$ cat config.mk
export PLATFORM = sky130hd
export DESIGN_NAME = static_array_list_engine
export DESIGN_NICKNAME = d
export VERILOG_FILES = /design/src/rtl/sale_pkg.sv /design/src/rtl/sale_cmp.sv /design/src/rtl/static_array_list_engine.sv
export SDC_FILE = /design/constraint.sdc
export NUM_CORES = 2
export LEC_CHECK = 0
export BUFFER_PORTS_ARGS = -buffer_cell sky130_fd_sc_hd__buf_4
export CAP_MARGIN = 20
export CORE_ASPECT_RATIO = 0.75
export CORE_UTILIZATION = 25
export CTS_BUF_LIST = sky130_fd_sc_hd__clkbuf_2 sky130_fd_sc_hd__clkbuf_4 sky130_fd_sc_hd__clkbuf_8
export DETAILED_ROUTE_END_ITERATION = 10
export HOLD_SLACK_MARGIN = 0.1
export SETUP_SLACK_MARGIN = 0.05
export SLEW_MARGIN = 20
export SYNTH_ARGS = -nofsm -noshare
export SYNTH_HDL_FRONTEND = slang
export SYNTH_SLANG_ARGS = --single-unit
$ cat constraint.sdc
create_clock -name clk -period 8.4 [get_ports clk]
set_input_delay 1.68 -clock clk [delete_from_list [all_inputs] [get_ports clk]]
set_output_delay 1.68 -clock clk [all_outputs]
set_load 0.02 [all_outputs]
$ cat src/rtl/sale_pkg.sv
// Types and codes shared by the static array list engine.
`timescale 1ns / 1ps
package sale_pkg;

  // Operation codes.
  localparam logic [3:0] OP_CLEAR     = 4'd0;
  localparam logic [3:0] OP_INS_FIRST = 4'd1;
  localparam logic [3:0] OP_INS_AT    = 4'd2;
  localparam logic [3:0] OP_INS_LAST  = 4'd3;
  localparam logic [3:0] OP_DEL_FIRST = 4'd4;
  localparam logic [3:0] OP_DEL_AT    = 4'd5;
  localparam logic [3:0] OP_DEL_LAST  = 4'd6;
  localparam logic [3:0] OP_SEARCH    = 4'd7;
  localparam logic [3:0] OP_QUERY     = 4'd8;
  localparam logic [3:0] OP_EXTREMES  = 4'd9;
  localparam logic [3:0] OP_SORT      = 4'd10;

  // Status codes.
  localparam logic [1:0] ST_OK    = 2'd0;
  localparam logic [1:0] ST_FULL  = 2'd1;
  localparam logic [1:0] ST_EMPTY = 2'd2;
  localparam logic [1:0] ST_POS   = 2'd3;

  // Sequencer states.
  typedef enum logic [4:0] {
    S_IDLE,
    S_START,
    S_SHR,
    S_SHW,
    S_DV,
    S_SLR,
    S_SLW,
    S_SR,
    S_SC,
    S_XR,
    S_XC,
    S_OA,
    S_OB,
    S_OR,
    S_OC,
    S_DONE
  } state_t;

  // Result of the shared compare unit.
  typedef struct packed {
    logic eq;
    logic gt;
    logic lt;
  } cmp_t;

endpackage

$ cat src/rtl/sale_cmp.sv
// Signed compare unit shared by search, extremes and sort.
`timescale 1ns / 1ps
module sale_cmp #(
  parameter int W = 16
) (
  input  logic [W-1:0]    a,
  input  logic [W-1:0]    b,
  output sale_pkg::cmp_t  res
);

  // One signed two's complement compare of a against b.
  always_comb begin
    res.eq = (a == b);
    res.gt = ($signed(a) > $signed(b));
    res.lt = ($signed(a) < $signed(b));
  end

endmodule

$ cat src/rtl/static_array_list_engine.sv
// Top level of the static array list engine: sequencer, element memory and result register.
//
//   channel | direction | handshake          | payload
//   in_     | input     | in_valid/in_stall  | op, value, position, descending
//   out_    | output    | out_valid/out_stall| status, value_out, min_out, found_index,
//           |           |                    | found, length, is_empty, is_full
//
// The element memory has one write and one registered read port; each element
// visited takes a read state and then a write or compare state. Insert, delete, search
// and extremes walk the list at most once; sort makes bubble passes, each one shorter.
// Clear, query and failed operations go straight from the start state to done.
// Reset empties the list at once; the memory is not cleared.
// A new transaction is taken only in idle; a waiting result holds the next one in its last step.
`timescale 1ns / 1ps
module static_array_list_engine #(
  parameter int CAPACITY_MAX  = 64,
  parameter int ELEMENT_WIDTH = 16
) (
  input  logic        clk,
  input  logic        rst_n,
  input  logic        in_valid,
  output logic        in_stall,
  input  logic [3:0]  in_op,
  input  logic [15:0] in_value,
  input  logic [5:0]  in_position,
  input  logic        in_descending,
  output logic        out_valid,
  input  logic        out_stall,
  output logic [1:0]  out_status,
  output logic [15:0] out_value_out,
  output logic [15:0] out_min_out,
  output logic [5:0]  out_found_index,
  output logic        out_found,
  output logic [6:0]  out_length,
  output logic        out_is_empty,
  output logic        out_is_full
);

  localparam int CW = $clog2(CAPACITY_MAX + 1);
  localparam int AW = $clog2(CAPACITY_MAX);
  localparam int PW = CW + 6;
  localparam int EW = ELEMENT_WIDTH;

  sale_pkg::state_t state_r, state_nxt;

  logic [3:0]    op_r, op_nxt;
  logic [EW-1:0] elem_r, elem_nxt;
  logic [5:0]    pos_r, pos_nxt;
  logic          desc_r, desc_nxt;
  logic [CW-1:0] p_r, p_nxt;
  logic [CW-1:0] idx_r, idx_nxt;
  logic [CW-1:0] end_r, end_nxt;
  logic [CW-1:0] count_r, count_nxt;
  logic [EW-1:0] cur_r, cur_nxt;
  logic [EW-1:0] mx_r, mx_nxt;
  logic [EW-1:0] mn_r, mn_nxt;
  logic [1:0]    st_r, st_nxt;
  logic [15:0]   vout_r, vout_nxt;
  logic [15:0]   mout_r, mout_nxt;
  logic [5:0]    fidx_r, fidx_nxt;
  logic          fnd_r, fnd_nxt;
  logic          out_valid_r, out_valid_nxt;
  logic          out_load;

  logic [EW-1:0] mem [CAPACITY_MAX];
  logic [EW-1:0] rdata_r;
  logic [AW-1:0] rd_addr;
  logic [AW-1:0] wr_addr;
  logic [EW-1:0] wr_data;
  logic          wr_en;

  logic [PW-1:0] p_wide;
  logic [PW-1:0] count_wide;
  logic [EW-1:0] cmp_b;
  sale_pkg::cmp_t cmp0, cmp1;

  // Shared compare units: memory data against a working operand and the minimum.
  sale_cmp #(.W(EW)) u_cmp0 (.a(rdata_r), .b(cmp_b), .res(cmp0));
  sale_cmp #(.W(EW)) u_cmp1 (.a(rdata_r), .b(mn_r),  .res(cmp1));

  always_comb begin
    case (state_r)
      sale_pkg::S_SC:              cmp_b = elem_r;
      sale_pkg::S_XC:              cmp_b = mx_r;
      default:                     cmp_b = cur_r;
    endcase
  end

  // Target position of an insert or delete, widened for the range check.
  always_comb begin
    count_wide = PW'(count_r);
    case (op_r)
      sale_pkg::OP_INS_FIRST, sale_pkg::OP_DEL_FIRST: p_wide = '0;
      sale_pkg::OP_INS_LAST:                          p_wide = count_wide;
      sale_pkg::OP_DEL_LAST:                          p_wide = count_wide - PW'(1);
      default:                                        p_wide = PW'(pos_r);
    endcase
  end

  // Element memory with a registered read port.
  always_ff @(posedge clk) begin
    if (wr_en) begin
      mem[wr_addr] <= wr_data;
    end
    rdata_r <= mem[rd_addr];
  end

  // State and control registers.
  always_ff @(posedge clk) begin
    if (!rst_n) begin
      state_r     <= sale_pkg::S_IDLE;
      count_r     <= '0;
      out_valid_r <= 1'b0;
    end else begin
      state_r     <= state_nxt;
      count_r     <= count_nxt;
      out_valid_r <= out_valid_nxt;
    end
  end

  // Datapath registers.
  always_ff @(posedge clk) begin
    op_r   <= op_nxt;
    elem_r <= elem_nxt;
    pos_r  <= pos_nxt;
    desc_r <= desc_nxt;
    p_r    <= p_nxt;
    idx_r  <= idx_nxt;
    end_r  <= end_nxt;
    cur_r  <= cur_nxt;
    mx_r   <= mx_nxt;
    mn_r   <= mn_nxt;
    st_r   <= st_nxt;
    vout_r <= vout_nxt;
    mout_r <= mout_nxt;
    fidx_r <= fidx_nxt;
    fnd_r  <= fnd_nxt;
  end

  // Result register, loaded when the sequencer finishes.
  always_ff @(posedge clk) begin
    if (out_load) begin
      out_status      <= st_r;
      out_value_out   <= vout_r;
      out_min_out     <= mout_r;
      out_found_index <= fidx_r;
      out_found       <= fnd_r;
      out_length      <= 7'(count_r);
      out_is_empty    <= (count_r == '0);
      out_is_full     <= (count_r == CW'(CAPACITY_MAX));
    end
  end

  assign out_valid = out_valid_r;
  assign in_stall  = (state_r != sale_pkg::S_IDLE);

  // Sequencer: next state, memory access and datapath updates.
  always_comb begin
    state_nxt     = state_r;
    op_nxt        = op_r;
    elem_nxt      = elem_r;
    pos_nxt       = pos_r;
    desc_nxt      = desc_r;
    p_nxt         = p_r;
    idx_nxt       = idx_r;
    end_nxt       = end_r;
    count_nxt     = count_r;
    cur_nxt       = cur_r;
    mx_nxt        = mx_r;
    mn_nxt        = mn_r;
    st_nxt        = st_r;
    vout_nxt      = vout_r;
    mout_nxt      = mout_r;
    fidx_nxt      = fidx_r;
    fnd_nxt       = fnd_r;
    out_valid_nxt = out_valid_r && out_stall;
    out_load      = 1'b0;
    rd_addr       = idx_r[AW-1:0];
    wr_addr       = idx_r[AW-1:0];
    wr_data       = rdata_r;
    wr_en         = 1'b0;

    unique case (state_r)
      sale_pkg::S_IDLE: begin
        if (in_valid) begin
          op_nxt    = in_op;
          elem_nxt  = EW'($signed(in_value));
          pos_nxt   = in_position;
          desc_nxt  = in_descending;
          st_nxt    = sale_pkg::ST_OK;
          vout_nxt  = '0;
          mout_nxt  = '0;
          fidx_nxt  = '0;
          fnd_nxt   = 1'b0;
          state_nxt = sale_pkg::S_START;
        end
      end

      sale_pkg::S_START: begin
        state_nxt = sale_pkg::S_DONE;
        idx_nxt   = '0;
        case (op_r)
          sale_pkg::OP_CLEAR: begin
            count_nxt = '0;
          end
          sale_pkg::OP_INS_FIRST, sale_pkg::OP_INS_AT, sale_pkg::OP_INS_LAST: begin
            if (count_r == CW'(CAPACITY_MAX)) begin
              st_nxt = sale_pkg::ST_FULL;
            end else if (p_wide > count_wide) begin
              st_nxt = sale_pkg::ST_POS;
            end else begin
              p_nxt     = CW'(p_wide);
              idx_nxt   = count_r;
              state_nxt = sale_pkg::S_SHR;
            end
          end
          sale_pkg::OP_DEL_FIRST, sale_pkg::OP_DEL_AT, sale_pkg::OP_DEL_LAST: begin
            if (count_r == '0) begin
              st_nxt = sale_pkg::ST_EMPTY;
            end else if (p_wide >= count_wide) begin
              st_nxt = sale_pkg::ST_POS;
            end else begin
              rd_addr   = AW'(p_wide);
              idx_nxt   = CW'(p_wide);
              state_nxt = sale_pkg::S_DV;
            end
          end
          sale_pkg::OP_SEARCH: begin
            state_nxt = sale_pkg::S_SR;
          end
          sale_pkg::OP_EXTREMES: begin
            if (count_r == '0) begin
              st_nxt = sale_pkg::ST_EMPTY;
            end else begin
              state_nxt = sale_pkg::S_XR;
            end
          end
          sale_pkg::OP_SORT: begin
            if (count_r > CW'(1)) begin
              end_nxt   = count_r - CW'(1);
              state_nxt = sale_pkg::S_OA;
            end
          end
          default: begin
          end
        endcase
      end

      // Insert: move elements up one place from the back, then write the new one.
      sale_pkg::S_SHR: begin
        if (idx_r == p_r) begin
          wr_en     = 1'b1;
          wr_data   = elem_r;
          count_nxt = count_r + CW'(1);
          state_nxt = sale_pkg::S_DONE;
        end else begin
          rd_addr   = AW'(idx_r - CW'(1));
          state_nxt = sale_pkg::S_SHW;
        end
      end

      sale_pkg::S_SHW: begin
        wr_en     = 1'b1;
        idx_nxt   = idx_r - CW'(1);
        state_nxt = sale_pkg::S_SHR;
      end

      // Delete: capture the removed element, then close the gap.
      sale_pkg::S_DV: begin
        vout_nxt  = 16'(rdata_r);
        state_nxt = sale_pkg::S_SLR;
      end

      sale_pkg::S_SLR: begin
        if ((idx_r + CW'(1)) >= count_r) begin
          count_nxt = count_r - CW'(1);
          state_nxt = sale_pkg::S_DONE;
        end else begin
          rd_addr   = AW'(idx_r + CW'(1));
          state_nxt = sale_pkg::S_SLW;
        end
      end

      sale_pkg::S_SLW: begin
        wr_en     = 1'b1;
        idx_nxt   = idx_r + CW'(1);
        state_nxt = sale_pkg::S_SLR;
      end

      // Search: walk from the front until the first match.
      sale_pkg::S_SR: begin
        if (idx_r >= count_r) begin
          state_nxt = sale_pkg::S_DONE;
        end else begin
          state_nxt = sale_pkg::S_SC;
        end
      end

      sale_pkg::S_SC: begin
        if (cmp0.eq) begin
          fnd_nxt   = 1'b1;
          fidx_nxt  = 6'(idx_r);
          state_nxt = sale_pkg::S_DONE;
        end else begin
          idx_nxt   = idx_r + CW'(1);
          state_nxt = sale_pkg::S_SR;
        end
      end

      // Extremes: one walk tracking both maximum and minimum.
      sale_pkg::S_XR: begin
        if (idx_r >= count_r) begin
          vout_nxt  = 16'(mx_r);
          mout_nxt  = 16'(mn_r);
          state_nxt = sale_pkg::S_DONE;
        end else begin
          state_nxt = sale_pkg::S_XC;
        end
      end

      sale_pkg::S_XC: begin
        if (idx_r == '0 || cmp0.gt) begin
          mx_nxt = rdata_r;
        end
        if (idx_r == '0 || cmp1.lt) begin
          mn_nxt = rdata_r;
        end
        idx_nxt   = idx_r + CW'(1);
        state_nxt = sale_pkg::S_XR;
      end

      // Sort: bubble passes carrying the element that belongs farthest back.
      sale_pkg::S_OA: begin
        rd_addr   = '0;
        state_nxt = sale_pkg::S_OB;
      end

      sale_pkg::S_OB: begin
        cur_nxt   = rdata_r;
        idx_nxt   = '0;
        state_nxt = sale_pkg::S_OR;
      end

      sale_pkg::S_OR: begin
        if (idx_r == end_r) begin
          wr_en   = 1'b1;
          wr_data = cur_r;
          if (end_r == CW'(1)) begin
            state_nxt = sale_pkg::S_DONE;
          end else begin
            end_nxt   = end_r - CW'(1);
            state_nxt = sale_pkg::S_OA;
          end
        end else begin
          rd_addr   = AW'(idx_r + CW'(1));
          state_nxt = sale_pkg::S_OC;
        end
      end

      sale_pkg::S_OC: begin
        wr_en = 1'b1;
        if (desc_r ? cmp0.gt : cmp0.lt) begin
          wr_data = rdata_r;
        end else begin
          wr_data = cur_r;
          cur_nxt = rdata_r;
        end
        idx_nxt   = idx_r + CW'(1);
        state_nxt = sale_pkg::S_OR;
      end

      sale_pkg::S_DONE: begin
        if (!out_valid_r || !out_stall) begin
          out_load      = 1'b1;
          out_valid_nxt = 1'b1;
          state_nxt     = sale_pkg::S_IDLE;
        end
      end

      default: begin
        state_nxt = sale_pkg::S_IDLE;
      end
    endcase
  end

endmodule

==> summary by stage <==
Route
The vias per cell is 4.80. In the routed design, unresolved DRC markers number 0. The first-pass iteration count of the detailed router is 6. For this block, the via count after detailed routing is 32800. In this run the remaining antenna-violating nets after routing total 0. The first routing iteration left 3702 violations. After detailed routing, the total wire length is 139000 um.

Dividing the detail-routed wire length by the instance count gives 20.3 um.

Clock tree
The number of buffers on the longest clock path is 3. CTS placed an instance of sky130_fd_sc_hd__clkbuf_8 at the clock tree root. TritonCTS built the clock tree. The clock latency of the later-clocked register in the worst-skew pair is 0.90 ns. In this run, post-CTS repair resized a total of 0 instances. The register clock-pin slew on the reported worst setup and hold paths is 0.06 ns. The number of hold buffers added after CTS was 0. In this run, CTS created clock tree buffers numbering 185.

The number of buffers inserted by post-CTS setup repair is 0. The tree built by TritonCTS fans out to 1239 sinks. The H-tree was split into 4 levels.

GRT
Global routing consumed, over all layers together, 13.0% of the routing resources. The number of global-route vias before repair is 31000. The first global-routing pass estimated 205000 um of wire. The number of antenna violations at the first check in global routing is 9.

The final global-route overflow total is 0. Entering global routing, the biggest net connects 134 pins. The global-route track usage on met2 is 18.4%. The global-route met3 utilization is 2.73%. The routing layer with the top usage in global route is met1. Global routing used 19.8% of the available met1 tracks.

Synth
The number of synthesized flops with an enable pin is 1211. Yosys printed 0 warnings. Counting flops with an async set or reset pin after synthesis yields a share of 0%. The mapped netlist covers 0.0517 sq mm.

The share of synthesized area occupied by flip-flops and latches is 71.4%. The number of instances in the synthesized netlist is 3829. Synthesis inferred 1239 register bits. Yosys mapped the design onto 85 distinct sky130hd cell types.

Among all flip-flop cells after synthesis, the most frequent one is sky130_fd_sc_hd__edfxtp_1. Synthesis produced a netlist with a net count of 3921. The average cell area after synthesis is 13.5 sq um.

Place
The cell area after placement is 0.0557 sq mm. Detailed placement ended at an HPWL of 85900 um. The setup slack after placement is 1.45 ns. The global placement routability congestion is 0.921. The number of port buffers is 82.

Timing
The max-slew headroom at the worst pin is 23.0%. The final critical delay including setup and external delays is 7.31 ns. Timing would allow up to 137 MHz. The tightest hold path in the finished design has a slack of 0.419 ns.

On the final layout, the worst clock skew is 0.0503 ns. The slew at the pin closest to its max-slew limit is 1.15 ns. Setup repair after global routing left no endpoint under its margin. Summed over all failing endpoints, the final setup total negative slack is 0 ns.

Dividing the final minimum period by the clock period gives 87.1%. The least setup slack across all paths after layout is 1.09 ns. The final count of hold timing violations is 0. The max-slew violation count is 0. Setup violations remaining at the end of the flow were counted as 0.

Min path
The class of the most critical hold timing path is reg -> reg.

Die
The floorplan step defined a die boundary enclosing 0.209 sq mm. After floorplanning, the core was sized to cover 0.205 sq mm. Measured along the x axis, the die boundary spans 527 um.

After floorplanning, the core was divided into 144 placement rows. The total I/O pin count is 83. The die is 396 um tall. The initial core utilization is 25.2%.

Worst setup path
Along the worst path, the maximum fanout reaches 64. The worst setup path is launched from a flip-flop. The endpoint required time on the critical path is 8.73 ns. The type of the worst setup path is reg -> reg. The arrival time at the worst endpoint is 7.64 ns. The element type at the critical path end is a flip-flop.

Layout
Of the cells placed in the final design, the portion with a size suffix greater than 1 is 14.4%. The finished cells cover 0.0593 sq mm. In the layout the commonest cells are sky130_fd_sc_hd__edfxtp_1, sky130_fd_sc_hd__nand2_1, sky130_fd_sc_hd__nand3_1, sky130_fd_sc_hd__buf_4, sky130_fd_sc_hd__clkbuf_8. The total number of nets in the final design is 4079. The layout has 20600 filler cells. The most common library cell in the layout ignoring fill and taps is sky130_fd_sc_hd__edfxtp_1. The area growth from synthesis to layout is 14.7%.

Run status
The flow ran to the end, and the final reports show no timing, DRC or antenna violations.

Power
Summed over all cells, the static leakage comes to 20.0 nW. In this run the power density over the cells is 420 mW/mm^2. The total chip power is 24.9 mW. IR analysis of the VDD net gives a maximum drop of 0.538 mV.

Flow run
The max-cap check violation count is 0.
==> metrics by stage <==
stage / utilization [%] / instances
after CTS: 28.9 / 6829
after global placement: 27.1 / 6501
final: 28.9 / 6831
after global routing: 28.9 / 6831
after floorplan: - / 3829
after detailed placement: 27.1 / 6501
==> routing by layer <==
| layer | part of all wire [%] | routed length (um) |
|---|---|---|
| met5 | 0.033 | 46 |
| met4 | 1.7 | 2360 |
| met3 | 8.8 | 12300 |
| met2 | 42 | 58800 |
| met1 | 47 | 65300 |
==> path summary, 6_finish.rpt <==
| path | slack, ns | start | cells after the start | end |
|---|---|---|---|---|
| worst min-delay path | 0.42 | mout_r[3] | 0 | out_min_out[3] |
| worst max register to register | 1.09 | state_r[3] | 14 | mem[41][13] |
| worst min register to register | 0.42 | mout_r[3] | 0 | out_min_out[3] |
| worst max-delay path | 1.09 | state_r[3] | 14 | mem[41][13] |
==> final cells by class <==
class	instances	area, sq um	share of cell area [%]
Antenna cell	2	5.00	0.00844
Clock buffer	272	3240	5.47
Clock inverter	56	358	0.603
Inverter	56	224	0.378
Multi-Input combinational cell	2301	13600	22.9
Sequential cell	1239	36900	62.3
Tap cell	2701	3380	5.70
Timing Repair Buffer	204	1590	2.69
==> cell usage after synthesis (7+ instances only) <==
cell,instances,area (sq um)
sky130_fd_sc_hd__and3_1,27,169
sky130_fd_sc_hd__o211ai_1,21,158
sky130_fd_sc_hd__o221ai_1,7,61.3
sky130_fd_sc_hd__o21ai_0,55,275
sky130_fd_sc_hd__o2bb2ai_1,18,158
sky130_fd_sc_hd__a211oi_1,26,195
sky130_fd_sc_hd__or3_1,7,43.8
sky130_fd_sc_hd__edfxtp_1,1211,36400
sky130_fd_sc_hd__a21oi_1,99,495
sky130_fd_sc_hd__a221oi_2,11,165
sky130_fd_sc_hd__o311ai_1,16,140
sky130_fd_sc_hd__nand2b_1,16,100
sky130_fd_sc_hd__buf_4,30,225
sky130_fd_sc_hd__and2_1,40,250
sky130_fd_sc_hd__dfxtp_1,28,561
sky130_fd_sc_hd__mux2_2,16,180
sky130_fd_sc_hd__ha_1,61,763
sky130_fd_sc_hd__a222oi_1,12,120
sky130_fd_sc_hd__nor2b_1,8,50.1
sky130_fd_sc_hd__a21o_1,38,285
sky130_fd_sc_hd__a31oi_1,38,238
sky130_fd_sc_hd__a221oi_1,27,236
sky130_fd_sc_hd__nor3_1,19,95.1
sky130_fd_sc_hd__nor2_1,117,439
sky130_fd_sc_hd__clkbuf_1,109,409
sky130_fd_sc_hd__xnor2_1,27,236
sky130_fd_sc_hd__mux2i_1,157,1570
sky130_fd_sc_hd__a22o_1,16,140
sky130_fd_sc_hd__a32oi_1,18,158
sky130_fd_sc_hd__xor2_1,8,70.1
sky130_fd_sc_hd__o21a_1,8,60.1
sky130_fd_sc_hd__or2_2,8,50.1
sky130_fd_sc_hd__and4_1,35,307
sky130_fd_sc_hd__nand3_1,417,2090
sky130_fd_sc_hd__buf_2,82,410
sky130_fd_sc_hd__nand4_1,12,75.1
sky130_fd_sc_hd__a221o_1,12,120
sky130_fd_sc_hd__nand2_1,801,3010
sky130_fd_sc_hd__inv_1,55,206
sky130_fd_sc_hd__a22oi_1,30,225
==> sequential cells by signal (all words and copies together), names as in the netlist, 2 cells and up <==
| signal | count |
|---|---|
| state_r | 4 |
| rdata_r | 16 |
| out_found_index | 6 |
| out_length | 7 |
| end_r | 7 |
| mx_r | 16 |
| cur_r | 16 |
| idx_r | 7 |
| count_r | 7 |
| out_value_out | 16 |
| vout_r | 16 |
| out_status | 2 |
| op_r | 4 |
| fidx_r | 6 |
| pos_r | 6 |
| mout_r | 16 |
| mn_r | 16 |
| p_r | 7 |
| st_r | 2 |
| elem_r | 16 |
| out_min_out | 16 |
| mem | 1024 |
==> worst max-delay path, stage by stage, from the launching register on <==
cell and delay [ns]:
sky130_fd_sc_hd__dfxtp_1 0.83, sky130_fd_sc_hd__nand2_1 0.40, sky130_fd_sc_hd__nor2_2 0.83, sky130_fd_sc_hd__o21ai_0 0.39, sky130_fd_sc_hd__ha_1 0.40, sky130_fd_sc_hd__nand4_1 0.17, sky130_fd_sc_hd__nor4_1 0.32, sky130_fd_sc_hd__nand4_1 0.32
sky130_fd_sc_hd__and3_1 0.31, sky130_fd_sc_hd__inv_1 0.05, sky130_fd_sc_hd__o221ai_1 0.11, sky130_fd_sc_hd__a211o_1 0.44, sky130_fd_sc_hd__a211o_1 0.56, sky130_fd_sc_hd__a222oi_1 0.65, sky130_fd_sc_hd__clkinv_2 0.89
==> power breakdown <==
group / switching (mW) / leakage, nW / internal [mW] / total [mW]
sequential: 0.355 / 11.2 / 8.31 / 8.66
clock: 2.32 / 1.92 / 2.54 / 4.86
combinational: 8.23 / 6.87 / 3.17 / 11.4
total: 10.9 / 20.0 / 14.0 / 24.9
==> logic make-up after synthesis <==
logic type / Yosys count / share of synthesized area [%]
AND/OR/NAND/NOR: 1540 / 13.5
flip-flops: 1239 / 71.4
AO/OA/AOI/OAI: 492 / 7.03
buffers and inverters: 289 / 2.61
multiplexers: 173 / 3.39
adder cells (fa/ha/maj): 61 / 1.48
XOR/XNOR: 35 / 0.593
Power figures use the tool's default switching activity.
